`config.mk`:
```
export PLATFORM = sky130hd
export DESIGN_NAME = rgb_to_hsl_converter
export DESIGN_NICKNAME = d
export VERILOG_FILES = /design/src/rtl/rgb_hsl_pkg.sv /design/src/rtl/rgb_hsl_prep.sv /design/src/rtl/rgb_hsl_cell.sv /design/src/rtl/rgb_to_hsl_converter.sv
export VERILOG_INCLUDE_DIRS = /design/src /design/src/rtl
export SDC_FILE = /design/constraint.sdc
export NUM_CORES = 2
export LEC_CHECK = 0
export BUFFER_PORTS_ARGS = -buffer_cell sky130_fd_sc_hd__buf_2
export CORE_MARGIN = 2
export CORE_UTILIZATION = 55
export CTS_CLUSTER_DIAMETER = 100
export DETAILED_ROUTE_END_ITERATION = 7
export PLACE_DENSITY = 0.71
export SYNTH_ARGS = -nofsm -noshare
export SYNTH_HDL_FRONTEND = slang
export SYNTH_SLANG_ARGS = --single-unit
export TNS_END_PERCENT = 50
```
`constraint.sdc`:
```
create_clock -name clk -period 9.5 [get_ports clk]
set_input_delay 0.475 -clock clk [delete_from_list [all_inputs] [get_ports clk]]
set_output_delay 0.475 -clock clk [all_outputs]
set_load 0.005 [all_outputs]
```
`src/rtl/rgb_to_hsl_converter_assert.svh`:
```
// Assertion macros shared by the RGB to HSL converter modules.
// Expects signals named clk and rst_n in the scope where a macro is used.
`ifndef RGB_TO_HSL_CONVERTER_ASSERT_SVH
`define RGB_TO_HSL_CONVERTER_ASSERT_SVH

`ifndef NO_ASSERTIONS

`define RGB_HSL_ASSERT_IMP(label, ante, cons) \
    label: assert property (@(posedge clk) disable iff (!rst_n) (ante) |-> (cons)) \
        else $error("rgb_to_hsl_converter: same-cycle check failed");

`define RGB_HSL_ASSERT_NEXT(label, ante, cons) \
    label: assert property (@(posedge clk) disable iff (!rst_n) (ante) |=> (cons)) \
        else $error("rgb_to_hsl_converter: next-cycle check failed");

`else

`define RGB_HSL_ASSERT_IMP(label, ante, cons)

`define RGB_HSL_ASSERT_NEXT(label, ante, cons)

`endif

`endif

```
`src/rtl/rgb_hsl_pkg.sv`:
```
// Shared types, constants and the divider step for the RGB to HSL converter.
// Has no dependencies; used by every module of the block.
package rgb_hsl_pkg;

    localparam int CH_W   = 8;
    localparam int SUM_W  = 9;
    localparam int DIV_W  = 11;
    localparam int REM_W  = 12;
    localparam int QUO_W  = 16;
    localparam int CELLS  = QUO_W;

    localparam logic [SUM_W-1:0] SUM_MAX = SUM_W'(510);
    localparam logic [SUM_W-1:0] CH_MAX  = SUM_W'(255);

    typedef struct packed {
        logic [REM_W-1:0] rem;
        logic [DIV_W-1:0] dvs;
        logic [QUO_W-1:0] quo;
    } rgb_hsl_lane_t;

    typedef struct packed {
        rgb_hsl_lane_t hue;
        rgb_hsl_lane_t sat;
        rgb_hsl_lane_t light;
    } rgb_hsl_work_t;

    function automatic rgb_hsl_lane_t div_step(input rgb_hsl_lane_t lane);
        rgb_hsl_lane_t    res;
        logic             ge;
        logic [REM_W-1:0] diff;
        ge = (lane.rem >= REM_W'(lane.dvs));
        diff = ge ? (lane.rem - REM_W'(lane.dvs)) : lane.rem;
        res.rem = diff << 1;
        res.dvs = lane.dvs;
        res.quo = {lane.quo[QUO_W-2:0], ge};
        return res;
    endfunction

endpackage

```
`src/rtl/rgb_hsl_prep.sv`:
```
// Front stage: channel maximum and minimum, chroma, and numerator and divisor setup for hue, saturation and lightness.
// Depends on rgb_hsl_pkg for the lane types and widths.
module rgb_hsl_prep
(
    input  logic                       clk,
    input  logic                       rst_n,
    input  logic                       in_valid,
    output logic                       in_ready,
    input  logic [31:0]                in_color,
    output logic                       out_valid,
    input  logic                       out_ready,
    output rgb_hsl_pkg::rgb_hsl_work_t out_work
);

    logic [rgb_hsl_pkg::CH_W-1:0]  red;
    logic [rgb_hsl_pkg::CH_W-1:0]  green;
    logic [rgb_hsl_pkg::CH_W-1:0]  blue;
    logic [rgb_hsl_pkg::CH_W-1:0]  mx;
    logic [rgb_hsl_pkg::CH_W-1:0]  mn;
    logic [rgb_hsl_pkg::CH_W-1:0]  chroma;
    logic [rgb_hsl_pkg::SUM_W-1:0] sum;
    logic [rgb_hsl_pkg::SUM_W-1:0] den_full;
    logic [rgb_hsl_pkg::CH_W-1:0]  den;
    logic [rgb_hsl_pkg::DIV_W-1:0] six_c;
    logic [rgb_hsl_pkg::DIV_W-1:0] num;
    rgb_hsl_pkg::rgb_hsl_work_t    work_next;
    rgb_hsl_pkg::rgb_hsl_work_t    work_reg;
    logic                          valid_reg;

    assign red   = in_color[31:24];
    assign green = in_color[23:16];
    assign blue  = in_color[15:8];

    always_comb
    begin
        mx = (red > green) ? red : green;
        mx = (mx > blue) ? mx : blue;
        mn = (red < green) ? red : green;
        mn = (mn < blue) ? mn : blue;
        chroma = mx - mn;
        sum = rgb_hsl_pkg::SUM_W'(mx) + rgb_hsl_pkg::SUM_W'(mn);
        six_c = (rgb_hsl_pkg::DIV_W'(chroma) << 2) + (rgb_hsl_pkg::DIV_W'(chroma) << 1);

        priority if (mx == red)
        begin
            num = (green >= blue)
                ? rgb_hsl_pkg::DIV_W'(green - blue)
                : rgb_hsl_pkg::DIV_W'(green) + six_c - rgb_hsl_pkg::DIV_W'(blue);
        end
        else if (mx == green)
        begin
            num = rgb_hsl_pkg::DIV_W'(blue) + (rgb_hsl_pkg::DIV_W'(chroma) << 1)
                - rgb_hsl_pkg::DIV_W'(red);
        end
        else
        begin
            num = rgb_hsl_pkg::DIV_W'(red) + (rgb_hsl_pkg::DIV_W'(chroma) << 2)
                - rgb_hsl_pkg::DIV_W'(green);
        end

        den_full = (sum <= rgb_hsl_pkg::CH_MAX) ? sum : (rgb_hsl_pkg::SUM_MAX - sum);
        den = den_full[rgb_hsl_pkg::CH_W-1:0];

        // A gray pixel or a black or white one divides zero by one.
        if (chroma == '0)
        begin
            work_next.hue.rem = '0;
            work_next.hue.dvs = rgb_hsl_pkg::DIV_W'(1);
        end
        else
        begin
            work_next.hue.rem = rgb_hsl_pkg::REM_W'(num) << 1;
            work_next.hue.dvs = six_c;
        end
        work_next.hue.quo = '0;

        if (den == '0)
        begin
            work_next.sat.rem = '0;
            work_next.sat.dvs = rgb_hsl_pkg::DIV_W'(1);
        end
        else
        begin
            work_next.sat.rem = rgb_hsl_pkg::REM_W'(chroma);
            work_next.sat.dvs = rgb_hsl_pkg::DIV_W'(den);
        end
        work_next.sat.quo = '0;

        work_next.light.rem = rgb_hsl_pkg::REM_W'(sum);
        work_next.light.dvs = rgb_hsl_pkg::DIV_W'(rgb_hsl_pkg::SUM_MAX);
        work_next.light.quo = '0;
    end

    assign in_ready  = !valid_reg || out_ready;
    assign out_valid = valid_reg;
    assign out_work  = work_reg;

    always_ff @(posedge clk or negedge rst_n)
    begin
        if (!rst_n)
        begin
            valid_reg <= 1'b0;
        end
        else if (in_ready)
        begin
            valid_reg <= in_valid;
        end
    end

    always_ff @(posedge clk)
    begin
        if (in_ready && in_valid)
        begin
            work_reg <= work_next;
        end
    end

endmodule

```
`src/rtl/rgb_hsl_cell.sv`:
```
// One divider cell: a single restoring step on the hue, saturation and lightness lanes.
// Depends on rgb_hsl_pkg for the lane types and the step function.
`include "rgb_to_hsl_converter_assert.svh"

module rgb_hsl_cell
(
    input  logic                       clk,
    input  logic                       rst_n,
    input  logic                       in_valid,
    output logic                       in_ready,
    input  rgb_hsl_pkg::rgb_hsl_work_t in_work,
    output logic                       out_valid,
    input  logic                       out_ready,
    output rgb_hsl_pkg::rgb_hsl_work_t out_work
);

    rgb_hsl_pkg::rgb_hsl_work_t     work_next;
    rgb_hsl_pkg::rgb_hsl_work_t     work_reg;
    logic                           valid_reg;
    logic [rgb_hsl_pkg::REM_W-1:0]  hue_bound;
    logic [rgb_hsl_pkg::REM_W-1:0]  sat_bound;

    always_comb
    begin
        work_next.hue   = rgb_hsl_pkg::div_step(in_work.hue);
        work_next.sat   = rgb_hsl_pkg::div_step(in_work.sat);
        work_next.light = rgb_hsl_pkg::div_step(in_work.light);
    end

    assign in_ready  = !valid_reg || out_ready;
    assign out_valid = valid_reg;
    assign out_work  = work_reg;

    always_ff @(posedge clk or negedge rst_n)
    begin
        if (!rst_n)
        begin
            valid_reg <= 1'b0;
        end
        else if (in_ready)
        begin
            valid_reg <= in_valid;
        end
    end

    always_ff @(posedge clk)
    begin
        if (in_ready && in_valid)
        begin
            work_reg <= work_next;
        end
    end

    assign hue_bound = rgb_hsl_pkg::REM_W'(work_reg.hue.dvs) << 1;
    assign sat_bound = rgb_hsl_pkg::REM_W'(work_reg.sat.dvs) << 1;

    `RGB_HSL_ASSERT_IMP(a_hue_rem_bound, valid_reg, work_reg.hue.rem < hue_bound)
    `RGB_HSL_ASSERT_IMP(a_sat_rem_bound, valid_reg, work_reg.sat.rem < sat_bound)
    `RGB_HSL_ASSERT_NEXT(a_stage_holds, valid_reg && !out_ready, valid_reg)

endmodule

```
`src/rtl/rgb_to_hsl_converter.sv`:
```
// RGB to HSL converter built from a front stage, a chain of 16 divider cells
// (one quotient bit per cell for all three results) and an output register.
// Throughput is one pixel per clock while the output is not stalled.
// Each stage advances on its own, so bubbles close up behind a stalled output.
// rst_n clears all valid flags at once; payload registers are not reset.
// Depends on rgb_hsl_pkg, rgb_hsl_prep and rgb_hsl_cell.
`include "rgb_to_hsl_converter_assert.svh"

module rgb_to_hsl_converter
(
    input  logic        clk,
    input  logic        rst_n,
    input  logic        s_tvalid,
    output logic        s_tready,
    input  logic [31:0] s_tdata,   // color_word[31:0]
    output logic        m_tvalid,
    input  logic        m_tready,
    output logic [47:0] m_tdata    // hue_turn[15:0], saturation_frac[31:16], lightness_frac[47:32]
);

    rgb_hsl_pkg::rgb_hsl_work_t work_w  [0:rgb_hsl_pkg::CELLS];
    logic                       valid_w [0:rgb_hsl_pkg::CELLS];
    logic                       ready_w [0:rgb_hsl_pkg::CELLS];

    logic                                out_valid_reg;
    logic [rgb_hsl_pkg::QUO_W-1:0]       hue_reg;
    logic [rgb_hsl_pkg::QUO_W-1:0]       sat_reg;
    logic [rgb_hsl_pkg::QUO_W-1:0]       light_reg;
    logic                                out_load;

    rgb_hsl_prep u_prep
    (
        .clk       (clk),
        .rst_n     (rst_n),
        .in_valid  (s_tvalid),
        .in_ready  (s_tready),
        .in_color  (s_tdata),
        .out_valid (valid_w[0]),
        .out_ready (ready_w[0]),
        .out_work  (work_w[0])
    );

    for (genvar i = 0; i < rgb_hsl_pkg::CELLS; i++)
    begin : g_cell
        rgb_hsl_cell u_cell
        (
            .clk       (clk),
            .rst_n     (rst_n),
            .in_valid  (valid_w[i]),
            .in_ready  (ready_w[i]),
            .in_work   (work_w[i]),
            .out_valid (valid_w[i+1]),
            .out_ready (ready_w[i+1]),
            .out_work  (work_w[i+1])
        );
    end

    assign out_load = !out_valid_reg || m_tready;
    assign ready_w[rgb_hsl_pkg::CELLS] = out_load;

    always_ff @(posedge clk or negedge rst_n)
    begin
        if (!rst_n)
        begin
            out_valid_reg <= 1'b0;
        end
        else if (out_load)
        begin
            out_valid_reg <= valid_w[rgb_hsl_pkg::CELLS];
        end
    end

    always_ff @(posedge clk)
    begin
        if (out_load && valid_w[rgb_hsl_pkg::CELLS])
        begin
            hue_reg   <= work_w[rgb_hsl_pkg::CELLS].hue.quo;
            sat_reg   <= work_w[rgb_hsl_pkg::CELLS].sat.quo;
            light_reg <= work_w[rgb_hsl_pkg::CELLS].light.quo;
        end
    end

    assign m_tvalid = out_valid_reg;
    assign m_tdata  = {light_reg, sat_reg, hue_reg};

    `RGB_HSL_ASSERT_IMP(a_sat_range, out_valid_reg, sat_reg <= 16'd32768)
    `RGB_HSL_ASSERT_IMP(a_light_range, out_valid_reg, light_reg <= 16'd32768)
    `RGB_HSL_ASSERT_IMP(a_black_pixel, out_valid_reg && (light_reg == '0),
                        (sat_reg == '0) && (hue_reg == '0))

endmodule
```
Word-level counts from Yosys, hierarchy flattened. Index checks and enable logic that the tools add are counted.

$add $sub $neg: 56. Magnitude comparators: 54. Eq/ne operators: 2. Muxes and demuxes: 53. Reductions and logical operators: 56.

Operator list (count): $mux W11 (47); $ge A12 B11 Y1 (31); $sub A11 B11 Y11 (30); $ge A12 B9 Y1 const B (15); $sub A11 B9 Y11 const B (14); $mux W8 (5); $sub A11 B8 Y11 (3); $logic_and A1 B1 Y1 (18); $logic_not A1 Y1 (18); $logic_or A1 B1 Y1 (18); $eq A8 B8 Y1 (2); $gt A8 B8 Y1 (2); $logic_not A8 Y1 (2); $lt A8 B8 Y1 (2); $add A10 B9 Y11 (1); $add A8 B10 Y11 (1); $add A8 B11 Y11 (1); $ge A8 B11 Y1 (1); $add A8 B9 Y10 (1); $sub A9 B9 Y10 const B (1); $add A8 B8 Y9 (1); $ge A9 B9 Y1 const B (1); $le A9 B8 Y1 const B (1); $mux W9 (1); other kinds (4) (4).

Bits in registers: 1349.

Logic depth before layout (Yosys ltp).
Depth after elaboration: 20. Gate-level depth with buffers: 44. Depth with buffers taken out: 42.

Cells and area by module. From an unflattened synthesis, not the netlist that was laid out.

Cell total of the unflattened synthesis: 7392. Area, all modules: 97647.4 µm².

Modules (own cells, without submodules): rgb_hsl_cell at g_cell[13].u_cell ... (times used 10, cells an instance 408, area an instance 5562.8 µm², sequential area each 3448.3 µm²); rgb_hsl_cell at g_cell[0].u_cell ... (times used 6, cells an instance 411, area an instance 5590.4 µm², sequential area each 3448.3 µm²); rgb_hsl_prep (times used 1, cells an instance 794, area an instance 6981.7 µm², sequential area each 1436.4 µm²); rgb_to_hsl_converter (times used 1, cells an instance 52, area an instance 1495.2 µm², sequential area each 1466.4 µm²).

Least setup slack after synthesis. Ideal clock, no wire load.

Kind: input -> register. Start: input s_tdata[24]. End: register u_prep.work_reg (netlist bit u_prep.out_work[116]), data pin. Arrival: 7850 ps. Data required time: 9232 ps. Path slack: 1382 ps. Stages: 39. Buffers on the path: 3. Cell sequence: inv_1 > ha_1 > inv_1 > fa_1 > a21o_1 > a21oi_1 > o21ai_1 > o21a_1 > clkbuf_1 > nand2_1 > o21ai_0 > ha_1 > nor2b_1 > o21ai_0 > nand2b_1 > a211oi_1 > nor2_1 > buf_2 > (+3 left out) > o21bai_1 > a21oi_1 > xnor2_1 > ha_1 > a21oi_1 > xor2_1 > xnor2_1 > fa_1 > inv_1 > ha_1 > nand2_1 > o21ai_0 > o41ai_1 > o21ai_0 > xnor2_2 > xnor2_1 > a211oi_2 > nor3_2.

Longest elaborated chain between the ends: 10.

Ends and longest elaborated chain: from (decl) (RTL line rgb_to_hsl_converter.sv:15) `input logic [31:0] s_tdata,`; $gt A8 B8 Y1 / $lt A8 B8 Y1 (equally long branches) (RTL line rgb_hsl_prep.sv:36, rgb_hsl_prep.sv:38); $mux W8 (on tied branches) (RTL line rgb_hsl_prep.sv:36, rgb_hsl_prep.sv:38); $gt A8 B8 Y1 / $lt A8 B8 Y1 (equally long branches) (RTL line rgb_hsl_prep.sv:37, rgb_hsl_prep.sv:39); $mux W8 (on tied branches) (RTL line rgb_hsl_prep.sv:37, rgb_hsl_prep.sv:39); $sub A8 B8 Y8 * (RTL line rgb_hsl_prep.sv:40) `chroma = mx - mn;`; net u_prep.chroma, one bit (RTL line rgb_hsl_prep.sv:20) `logic [rgb_hsl_pkg::CH_W-1:0] chroma;`; $add A10 B9 Y11 (RTL line rgb_hsl_prep.sv:42) `six_c = (rgb_hsl_pkg::DIV_W'(chroma) << 2) + (rgb_hsl_pkg::DIV_W'(chroma) << 1);`; $add A8 B11 Y11 (RTL line rgb_hsl_prep.sv:48) `: rgb_hsl_pkg::DIV_W'(green) + six_c - rgb_hsl_pkg::DIV_W'(blue);`; $sub A11 B8 Y11 (RTL line rgb_hsl_prep.sv:48); $mux W11 (RTL line rgb_hsl_prep.sv:47) `? rgb_hsl_pkg::DIV_W'(green - blue)`; $mux W11 (RTL line rgb_hsl_prep.sv:44) `priority if (mx == red)`; to (signal assigned) (RTL line rgb_hsl_prep.sv:114) `work_reg <= work_next;`; to (decl) (RTL line rgb_hsl_prep.sv:27) `rgb_hsl_pkg::rgb_hsl_work_t work_reg;`.

The timed path passes the listed nets; every way through them passes the cells marked *. A chain may end at the register's enable or synchronous reset.

Final worst setup path.
Start: input s_tdata[21]. End: register u_prep.work_reg (netlist bit u_prep.out_work[116]), data pin.

The elaborated chain is that of the path after synthesis.

==> impl_results.md <==
* Mean post-synth cell area at 12.75 µm²
* Sequential power share at 0.387
* Setup WS post-layout at 1.198 ns
* Maximum fanout along the worst path at 17
* Syn_nets at 5174
* Routed vias/inst at 5.329
* Area Growth Syn to Fin at 10.87%
* WS Path Type: in2reg
* Worst Tran Pin Value at 1.374 ns
* Post-synthesis compound-gate area fraction at 0.09256
* Port Buffer Count at 77
* Root buffer cell: clkbuf_16
* Peak supply drop at 394.8 µV
* Initial Util at 0.5561
* Vias in the first global route at 34052
* Worst Hold Slack at 0.1511 ns
* Remaining global-route overflow at 0
* Vias after detailed routing at 33887
* Deepest clock path buffer count at 3
* Status: finished clean
* Synth Area in XOR/XNOR at 0.03459
* Worst Hold Class: in2reg
* Startpoint types: input pin
* Ant. Diodes at 0
* Crit path time final at 8.302 ns
* First-pass GRT wire length at 163.8 mm
* Mux cell area share after synthesis at 0.006404
* Slew HR at 0.08198
* Final setup violation count at 0
* Final clock skew at 0.04488 ns
* Clock Latency Late Sink at 0.72 ns
* Leak Pwr at 0.02614 µW
* Initial detailed-routing violation count at 1917
* Die area at 0.1114 mm²
* Final nets at 5334
* Num ports at 86
* Detail Route Antenna Nets at 0
* Post-synthesis simple-gate area fraction at 0.09413
* Post-DP HPWL at 71.25 mm
* Largest net degree at the start of global routing at 86
* Worst path max stage delay at 0.60 ns
* Critical Path RT at 9.96 ns
* Main synth FF type: edfxtp_1
* Rows at 120
* Switching Share at 0.3389
* Dpl ws at 0.5049 ns
* Slew Viols, Final at 0
* TritonCTS buffer count at 121
* Flop and latch count out of synthesis at 1258
* Peak Freq at 120.4 MHz
* Max reg flops at 1145
* Global Route Usage Sum at 0.1793
* First drt pass iteration count at 5
* CTS tree: built
* Mapped Cells at 4690
* Post-synth EDFFs at 1240
* CP max-delay cell: o41ai_1
* CTS Sinks at 1258
* Tot Pwr at 22970 µW
* Clock power frac at 0.220
* Dpl cell area at 0.06198 mm²
* Yosys warnings at 0
* Syn Std Cell Area at 0.05979 mm²
* Synth cell types at 84
* CORE AREA at 0.1075 mm²
* Count of final hold-check violations at 0
* Crit end category: register
* Fin area at 0.06629 mm²
* Die X-Extent at 333.7 µm
* PD cells at 346.6 mW/mm²
* Asr flop ratio synth at 0.01431
* Comb pwr share at 0.393
* Clock-pin slew on the worst setup and hold paths at 0.06 ns
* Cell Int Power at 15190 µW
* Post_cts resized at 0
* Fin crit share at 0.8739
* Critical R2R Launch: m_tvalid
* WL/cell at 15.45 µm
* Switching power at 7787 µW
* Max-Cap Viols at 0
* WL final at 98.22 mm
* Adder-Cell Fraction of Synth Area at 0.1003
* CTS H-tree lvls at 3
* Critical Path AT at 8.76 ns
* Placer Congestion at 0.9029
* Initial antenna violation count at 0
* Share of cells above drive strength 1 at 0.07728
* Main combinational cell family by area after synthesis: adder cells
* Setup TNS Final at 0 ns
* RSZ-0062 raised after global routing: no
* Seq/Total Area, Yosys at 0.6303
* Cell mode on critical path: ha_1
* Hold path start: m_tready
* # DRC at 0
* CP Launch Point: s_tdata[21]
* Die height at 333.7 µm
[cell families (layout without fill, tap and decap cells)]
family,Yosys count,after routing
fa+ha+maj,448,448
buf+inv,652,918
flops,1258,1258
xor+xnor,228,228
compound gates,917,917
simple gates,1151,1151
mux,36,36
[cell usage after synthesis, types with 20 or more instances]
| master | number | share of area |
|---|---|---|
| xnor2_1 | 145 | 0.021 |
| nor2_1 | 258 | 0.016 |
| o21a_1 | 39 | 0.0049 |
| nor2b_1 | 120 | 0.013 |
| a21boi_0 | 50 | 0.0063 |
| ha_1 | 396 | 0.083 |
| fa_1 | 52 | 0.017 |
| xor2_1 | 75 | 0.011 |
| o21ai_0 | 308 | 0.026 |
| or3_1 | 28 | 0.0029 |
| nor3_1 | 57 | 0.0048 |
| a21oi_1 | 271 | 0.023 |
| nand2_1 | 331 | 0.021 |
| nand3_1 | 84 | 0.0070 |
| and2_1 | 32 | 0.0033 |
| edfxtp_1 | 1240 | 0.62 |
| nand4_1 | 64 | 0.0067 |
| inv_1 | 570 | 0.036 |
| a21o_1 | 72 | 0.0090 |
| clkbuf_1 | 55 | 0.0035 |
| o31ai_1 | 94 | 0.012 |
| nand2b_1 | 95 | 0.0099 |
| and3_1 | 25 | 0.0026 |
| buf_2 | 20 | 0.0017 |
[area by class of cell]
cell class | instances | area (µm²)
fillers | 8060 | 41220
clock inverters | 83 | 1100
clock buffers | 146 | 3183
multi-input cells | 2780 | 19730
flip-flops and latches | 1258 | 37690
repair buffers | 117 | 690.7
inverters | 572 | 2147
well taps | 1403 | 1755
[worst max-delay path, delay by kind of cell]
kind	cells	cell delay, ns
xor+xnor	4	0.67
fa+ha+maj	6	2.30
simple gates	8	0.95
buf+inv	5	0.82
compound gates	14	3.52
[power by group through the flow]
stage / logic (µW) / clock network (µW) / registers (µW)
finish: 9040 / 5050 / 8890
global route: 10300 / 5390 / 9050
CTS: 9050 / 5170 / 8900
detailed placement: 8950 / 0 / 9000
global placement: 8720 / 0 / 8950
floorplan: 7200 / 0 / 8810
[repair_timing]
action / in CTS / in global routing
setup buffers: 0 / 0
endpoints found under the hold margin: 19 / 0
hold buffers: 2 / 0
[layer usage]
metal	vias up	GRT usage	part of all wire
met4	0	0.06795	0.031
met5	-	0	0
met3	177	0.02169	0.029
met2	506	0.3315	0.52
li1	17121	-	-
met1	16083	0.2137	0.42
[stage by stage]
stage	utilization	std cells
after floorplan	-	4690
after global placement	0.5766	6128
after detailed placement	0.5766	6128
after CTS	0.6166	6359
after global routing	0.6166	6359
final	0.6166	6359
[worst paths after layout]
| path | end | slack (ns) | cells past startpoint |
|---|---|---|---|
| min | g_cell[15].u_cell.out_valid | 0.15 | 4 |
| min in group asynchronous | g_cell[0].u_cell.out_valid | 0.24 | 2 |
| max reg2reg | u_prep.out_work[106] | 5.35 | 9 |
| max in group asynchronous | m_tvalid | 8.94 | 2 |
| min reg2reg | g_cell[6].u_cell.out_work[82] | 0.40 | 0 |
| max | u_prep.out_work[116] | 1.20 | 37 |
[layout by cell type (no fill, tap or decap), drive strengths merged, types with 28 or more instances in the layout]
cell | Yosys | final
edfxtp | 1240 | 1240
inv | 572 | 576
ha | 396 | 396
nand2 | 331 | 331
o21ai | 320 | 320
a21oi | 273 | 273
nor2 | 259 | 259
xnor2 | 150 | 150
clkbuf | 55 | 146
nor2b | 121 | 121
buf | 25 | 115
nand2b | 96 | 96
o31ai | 95 | 95
nand3 | 84 | 84
xor2 | 78 | 78
a21o | 73 | 73
nand4 | 64 | 64
nor3 | 59 | 59
fa | 52 | 52
a21boi | 51 | 51
clkinv | 0 | 49
o21a | 39 | 39
and2 | 32 | 32
or3 | 28 | 28
No activity file was read; power rests on OpenSTA's default activity.
